==> config.mk <==
export PLATFORM = sky130hd
export DESIGN_NAME = lcr_div_cell
export DESIGN_NICKNAME = d
export VERILOG_FILES = /design/src/hdl/lcr_pkg.sv /design/src/hdl/lcr_div_cell.sv
export SDC_FILE = /design/constraint.sdc
export NUM_CORES = 1
export LEC_CHECK = 0
export ABC_AREA = 1
export BUFFER_PORTS_ARGS = -buffer_cell sky130_fd_sc_hd__clkbuf_2
export CORE_AREA = 4 4 158 160
export CTS_BUF_LIST = sky130_fd_sc_hd__clkbuf_4
export DETAILED_ROUTE_END_ITERATION = 7
export DIE_AREA = 0 0 162 164
export GPL_ROUTABILITY_DRIVEN = 0
export PLACE_DENSITY = 0.87
export SLEW_MARGIN = 5
export SYNTH_ARGS = -nofsm -noshare
export SYNTH_HDL_FRONTEND = slang
export SYNTH_SLANG_ARGS = --single-unit
export TNS_END_PERCENT = 100
==> constraint.sdc <==
create_clock -name clk -period 12.8 [get_ports clk]
set_input_delay 2.56 -clock clk [delete_from_list [all_inputs] [get_ports clk]]
set_output_delay 2.56 -clock clk [all_outputs]
set_load 0.005 [all_outputs]
==> src/hdl/lcr_pkg.sv <==
// ----------------------------------------------------------------------------
// lcr_pkg: shared constants for the parametric line clipper
// Default widths, window register codes and edge count.
// ----------------------------------------------------------------------------
`default_nettype none

package lcr_pkg;

	// default parameter values
	localparam int COORD_BITS_DEF = 14;
	localparam int FRAC_BITS_DEF  = 16;

	// window register width and reset values
	localparam int WIN_W = 12;
	localparam logic [WIN_W-1:0] WIN_MIN_RST = '0;
	localparam logic [WIN_W-1:0] WIN_MAX_RST = '1;

	// configuration register indexes
	localparam int CFG_IDX_W = 2;
	localparam logic [CFG_IDX_W-1:0] REG_X_MIN = 2'd0;
	localparam logic [CFG_IDX_W-1:0] REG_Y_MIN = 2'd1;
	localparam logic [CFG_IDX_W-1:0] REG_X_MAX = 2'd2;
	localparam logic [CFG_IDX_W-1:0] REG_Y_MAX = 2'd3;

	// four parametric edge tests: left, right, bottom, top
	localparam int NUM_EDGES = 4;

endpackage

`default_nettype wire

==> src/hdl/lcr_div_cell.sv <==
// ----------------------------------------------------------------------------
// lcr_div_cell: a restoring division step, applied to every edge in parallel
// Produces one fraction bit of each edge ratio and hands the partial
// remainders, quotients and side data on to the next cell.
// ----------------------------------------------------------------------------
`default_nettype none

module lcr_div_cell #(
	parameter int MW = 16,
	parameter int QW = 17,
	parameter int SW = 8
) (
	input  wire logic                 clk,
	input  wire logic                 arst_n,
	input  wire logic                 in_vld,
	output logic                      in_rdy,
	input  wire logic [MW-1:0]        rem_i  [lcr_pkg::NUM_EDGES],
	input  wire logic [MW-1:0]        den_i  [lcr_pkg::NUM_EDGES],
	input  wire logic [QW-1:0]        quot_i [lcr_pkg::NUM_EDGES],
	input  wire logic [SW-1:0]        side_i,
	output logic                      out_vld,
	input  wire logic                 out_rdy,
	output logic [MW-1:0]             rem_o  [lcr_pkg::NUM_EDGES],
	output logic [MW-1:0]             den_o  [lcr_pkg::NUM_EDGES],
	output logic [QW-1:0]             quot_o [lcr_pkg::NUM_EDGES],
	output logic [SW-1:0]             side_o
);
	import lcr_pkg::*;

	logic [MW:0]   r2     [NUM_EDGES];
	logic [MW-1:0] rem_n  [NUM_EDGES];
	logic [QW-1:0] quot_n [NUM_EDGES];
	logic          vld_q;

	// trial subtract of the doubled remainder
	always_comb begin
		for (int e = 0; e < NUM_EDGES; e++) begin
			r2[e] = {rem_i[e], 1'b0};
			if (r2[e] >= {1'b0, den_i[e]}) begin
				rem_n[e]  = MW'(r2[e] - {1'b0, den_i[e]});
				quot_n[e] = {quot_i[e][QW-2:0], 1'b1};
			end else begin
				rem_n[e]  = MW'(r2[e]);
				quot_n[e] = {quot_i[e][QW-2:0], 1'b0};
			end
		end
	end

	assign in_rdy  = !vld_q || out_rdy;
	assign out_vld = vld_q;

	// stage valid
	always_ff @(posedge clk or negedge arst_n) begin
		if (!arst_n) begin
			vld_q <= 1'b0;
		end else if (in_rdy) begin
			vld_q <= in_vld;
		end
	end

	// stage payload
	always_ff @(posedge clk) begin
		if (in_rdy && in_vld) begin
			rem_o  <= rem_n;
			den_o  <= den_i;
			quot_o <= quot_n;
			side_o <= side_i;
		end
	end

endmodule

`default_nettype wire

Yosys cells after proc, flatten, opt, wreduce, memory -nomap -nowiden --
Cells that the tools add are included.
Cells by class: add/sub/neg operators 4, multiply operators 0, divide/modulo/power cells 0, $lt $le $gt $ge 4, equal/unequal tests 0, shift-type cells 0, multiplexer cells 8, bitwise operators 0, reduce and logical (&&, ||, !) cells 3
Operators by type and width (count):
- 17-bit by 16-bit greater-or-equal comparator with 1-bit output | 4
- 16-bit two-way mux | 4
- 16-bit subtractor | 4
- 1-bit two-way mux | 4
- 1-bit logical AND | 1
- 1-bit zero test | 1
- 1-bit logical OR | 1
Word-level totals: register bits 205, bits in latches 0, RAM bits 0, bits in read-only memories 0, output and inout bits 206, word-level logic and storage cells 37, memories 0

Logic depth before layout (Yosys ltp) --
depth after elaboration 3, depth in mapped cells 15, depth with buffers taken out 13

Worst setup path before layout --
Ideal clock, no wire load.
path kind input-to-reg, start point input in_vld, end point register den_o[0] (netlist bit), enable pin, setup time 0.835 ns, data arrival time 12.394 ns, data required time 11.965 ns, setup slack -0.430 ns, cell stages on the path 2, path through inv_1 -> a21oi_1
Between the ends: word-level cells in the longest chain between the ends 1
RTL lines:
- from (decl) | RTL line lcr_div_cell.sv:15 | input wire logic in_vld,
- 1-bit logical AND | RTL line lcr_div_cell.sv:63 | if (in_rdy && in_vld) begin
- to (signal assigned) | RTL line lcr_div_cell.sv:65 | den_o <= den_i;
- to (decl) | RTL line lcr_div_cell.sv:24 | output logic [MW-1:0] den_o [lcr_pkg::NUM_EDGES],
Every way passes these cells. A chain may end at the register's enable or synchronous reset.

Final worst setup path --
start point input out_rdy, end point output in_rdy
Between the ends: word-level cells in the longest chain between the ends 1
RTL lines:
- from (decl) | RTL line lcr_div_cell.sv:22 | input wire logic out_rdy,
- 1-bit logical OR | RTL line lcr_div_cell.sv:49 | assign in_rdy = !vld_q || out_rdy;
- to (decl) | RTL line lcr_div_cell.sv:16 | output logic in_rdy,
Every way passes these cells.

==> impl_metrics.toml <==
[final_layout]
layout.nets = 1984
drive_above_1_share_pct = 30.8
fillCellCount = 1993
stdcell_count = 2061
area_growth_pct = 26.1

[floorplanning]
io_pins = 414
die_height_microns = 164
core_area_sq_mm = 0.0234
start_util_pct = 48.9
rows = 56
die_area_sq_mm = 0.0266
die_x_microns = 162

[global_routing]
grt_pass1_vias = 10200
grt_max_degree = 79
antenna_found_initial = 4
track_usage_pct = 23.1
grt_pass1_wl_microns = 49400
grt_overflow = 0

[routing]
detail_route.wl_per_cell_microns = 15.6
wl_met2_microns = 16200
num_vias = 10200
ant_nets = 0
finalWirelength_microns = 32100
drc = 0
wl_met3_microns = 3310
firstDrtPassIters = 5
first_iter_violations = 629
highest_layer = "met5"
wl_met1_microns = 11600
viasPerCell = 4.94

[setup_path]
start_kind = "input port"
worst_path_largest_cell_delay_ps = 130
critPathMostFrequentCell = "clkbuf_2"
criticalPathCategory = "in2out"
reg2reg_slack_ps = 10340
end_kind = "output port"
crit_slowest_cell = "clkbuf_2"
cp.required_ps = 10240
cp_data_arrival_time_ps = 2980
r2r_end = "rem_o[13]"
rr_worst_depth = 3
path_cells = "clkbuf_2 -> inv_1 -> nand2_1 -> clkbuf_2"
critPathMaxFanout = 2
reg2reg_from = "out_vld"
crit_family = "buffers and inverters"
worst-path-buf-inv = 3

[cts]
clk_transition_reported_paths_ps = 60
cts_tree = "yes"
clk-insertion-delay-late_ps = 630
cts.repair.resized = 0
post_cts_buffers = 0
cts_hold_buf = 0
clockBufferDepth = 3
ctsHtreeMaxLevel = 2
clock_sinks = 205
cts-buffers-inserted = 52
root_buffer = "clkbuf_4"

[power]
power.internal_w = 0.00120
switching_power_w = 0.000489
combPwrFrac_pct = 21.1
seq_power_share_pct = 48.3
p_leak_nw = 7.57
p_sw_share_pct = 28.9
power_density_mw_per_mm2 = 117
ir_drop_v = 0.0000837
clockPowerShare_pct = 30.6

[timing]
min_period_ps = 5540
hold_viol_final = 0
fin_skew_ps = 28.1
slew_headroom_pct = 34.7
slew_violations = 0
rsz0062_at_grt = "false"
fin_crit_sh_pct = 43.2
setup_tns_ps = 0
tightest_slew_ps = 979
hold_ws_ps = 643
setup_violations = 0
fmax_mhz = 181

[placement]
place_inst = 1973
place_hpwl_microns = 25100
port_buffers = 409

[logic_synthesis]
yosysWarningCount = 0
synthTopCellsByArea = "edfxtp_1 (54%), nand2_1 (14%), inv_1 (7.2%)"
syn_nets = 1532
ys.flop_type = "edfxtp_1"
syn_area_per_cell_sq_um = 9.11
synth_enable_flop_cells = 204
yosysTopAreaCell = "edfxtp_1"
synth-async-reset-ratio_pct = 0.488
yosysUniqueCellTypes = 34
synth_seq_cells = 205
netlist_instances = 1256
synth_top_area_share_pct = 53.5
syn_area_sq_mm = 0.0114
yosysSeqAreaShare_pct = 53.7

[min_path]
min_path_cells = 2
hold_end = "out_vld"
worstHoldStart = "out_vld"
hold_path_class = "reg2reg"

[status]
status = "completed"

[flow_run]
drv_cap = 0
## per-stage QoR
step	util [%]	setup WS, ps	total power (W)	cell area (sq um)
2_1_floorplan	-	3780	0.00105	11500
3_3_place_gp	59.1	7300	0.00117	13800
3_5_place_dp	59.1	7270	0.00118	13800
4_1_cts	61.6	7270	0.00171	14400
5_1_grt	61.7	7230	0.00180	14400
6_report	61.7	7260	0.00169	14400
## power groups by stage
stage	Combinational, W	Clock [W]	Sequential, W
after floorplan	0.000207	0	0.000842
after global placement	0.000341	0	0.000828
after detailed placement	0.000352	0	0.000830
after CTS	0.000355	0.000543	0.000816
after global routing	0.000398	0.000578	0.000819
final	0.000357	0.000518	0.000816
## final cells by class
type / instances / area (sq um) / area share [%]
Clock inverter: 13 / 51.3 / 0.356
Antenna cell: 1 / 2.50 / 0.0173
Timing Repair Buffer: 412 / 2070 / 14.3
Tap cell: 319 / 399 / 2.77
Sequential cell: 205 / 6150 / 42.6
Inverter: 224 / 843 / 5.84
Clock buffer: 74 / 556 / 3.85
Multi-Input combinational cell: 813 / 4360 / 30.2
## synth_stat cells, drive strengths merged (11+ instances only)
library cell	n
ha	64
buf	14
inv	224
xor2	20
nand2	450
a21oi	38
nand4	19
nand3	99
and2	11
edfxtp	204
nand3b	15
nor2	66
## how the worst max path moves through the flow
stage	startpoint	endpoint	slack [ps]	depth (start not counted)
2_1_floorplan	out_rdy	den_o[0]	3780	2
3_3_place_gp	out_rdy	in_rdy	7300	4
3_5_place_dp	out_rdy	in_rdy	7270	4
4_1_cts	out_rdy	in_rdy	7270	4
5_1_grt	out_rdy	in_rdy	7230	4
6_report	out_rdy	in_rdy	7260	4
## per-layer routing
metal | vias to the layer above | GRT usage, %
met1 | 4619 | 25.0
met4 | 6 | 8.84
met3 | 94 | 7.70
met5 | - | 0
li1 | 4988 | -
met2 | 466 | 41.8
## placed cells by master, fill, tap and decap left out, types with 3 or more instances in the layout
cell	Yosys	layout
edfxtp_1	204	204
nand2_4	5	5
nor2_4	3	3
nor3_1	7	7
nor2_1	52	52
fa_1	4	4
o21ai_0	4	4
nand2_1	438	438
clkbuf_4	0	74
xor2_1	20	20
nand3_2	11	11
xnor2_1	6	6
clkinv_1	0	9
nand4_1	19	19
inv_1	220	220
and2_1	11	11
nand3b_1	15	15
a21oi_1	38	37
inv_2	3	5
ha_1	64	64
nor2_2	11	11
buf_4	2	3
clkbuf_2	0	409
nand2_2	7	7
nand3_1	88	88
## registers in the layout (all words and copies together), names as in the netlist
signal and count:
rem_o 64, den_o 64, out_vld 1, quot_o 68, side_o 8
## worst reg2reg max path, delay by kind of cell (launching register included)
kind | cells | cell delay (ps)
flip-flops | 1 | 430
AO/OA/AOI/OAI | 1 | 160
buffers and inverters | 2 | 1380
## cell families (layout without fill, tap and decap cells)
kind of cell,count (synthesis),after routing,share of synthesized area [%]
simple gates,675,675,26.3
buf+inv,238,723,8.30
flops,205,205,53.7
fa+ha+maj,68,68,7.69
compound gates,44,44,1.97
xor+xnor,26,26,1.99
other cells,0,1,0
Note: power is estimated with default switching activity, not from simulation.
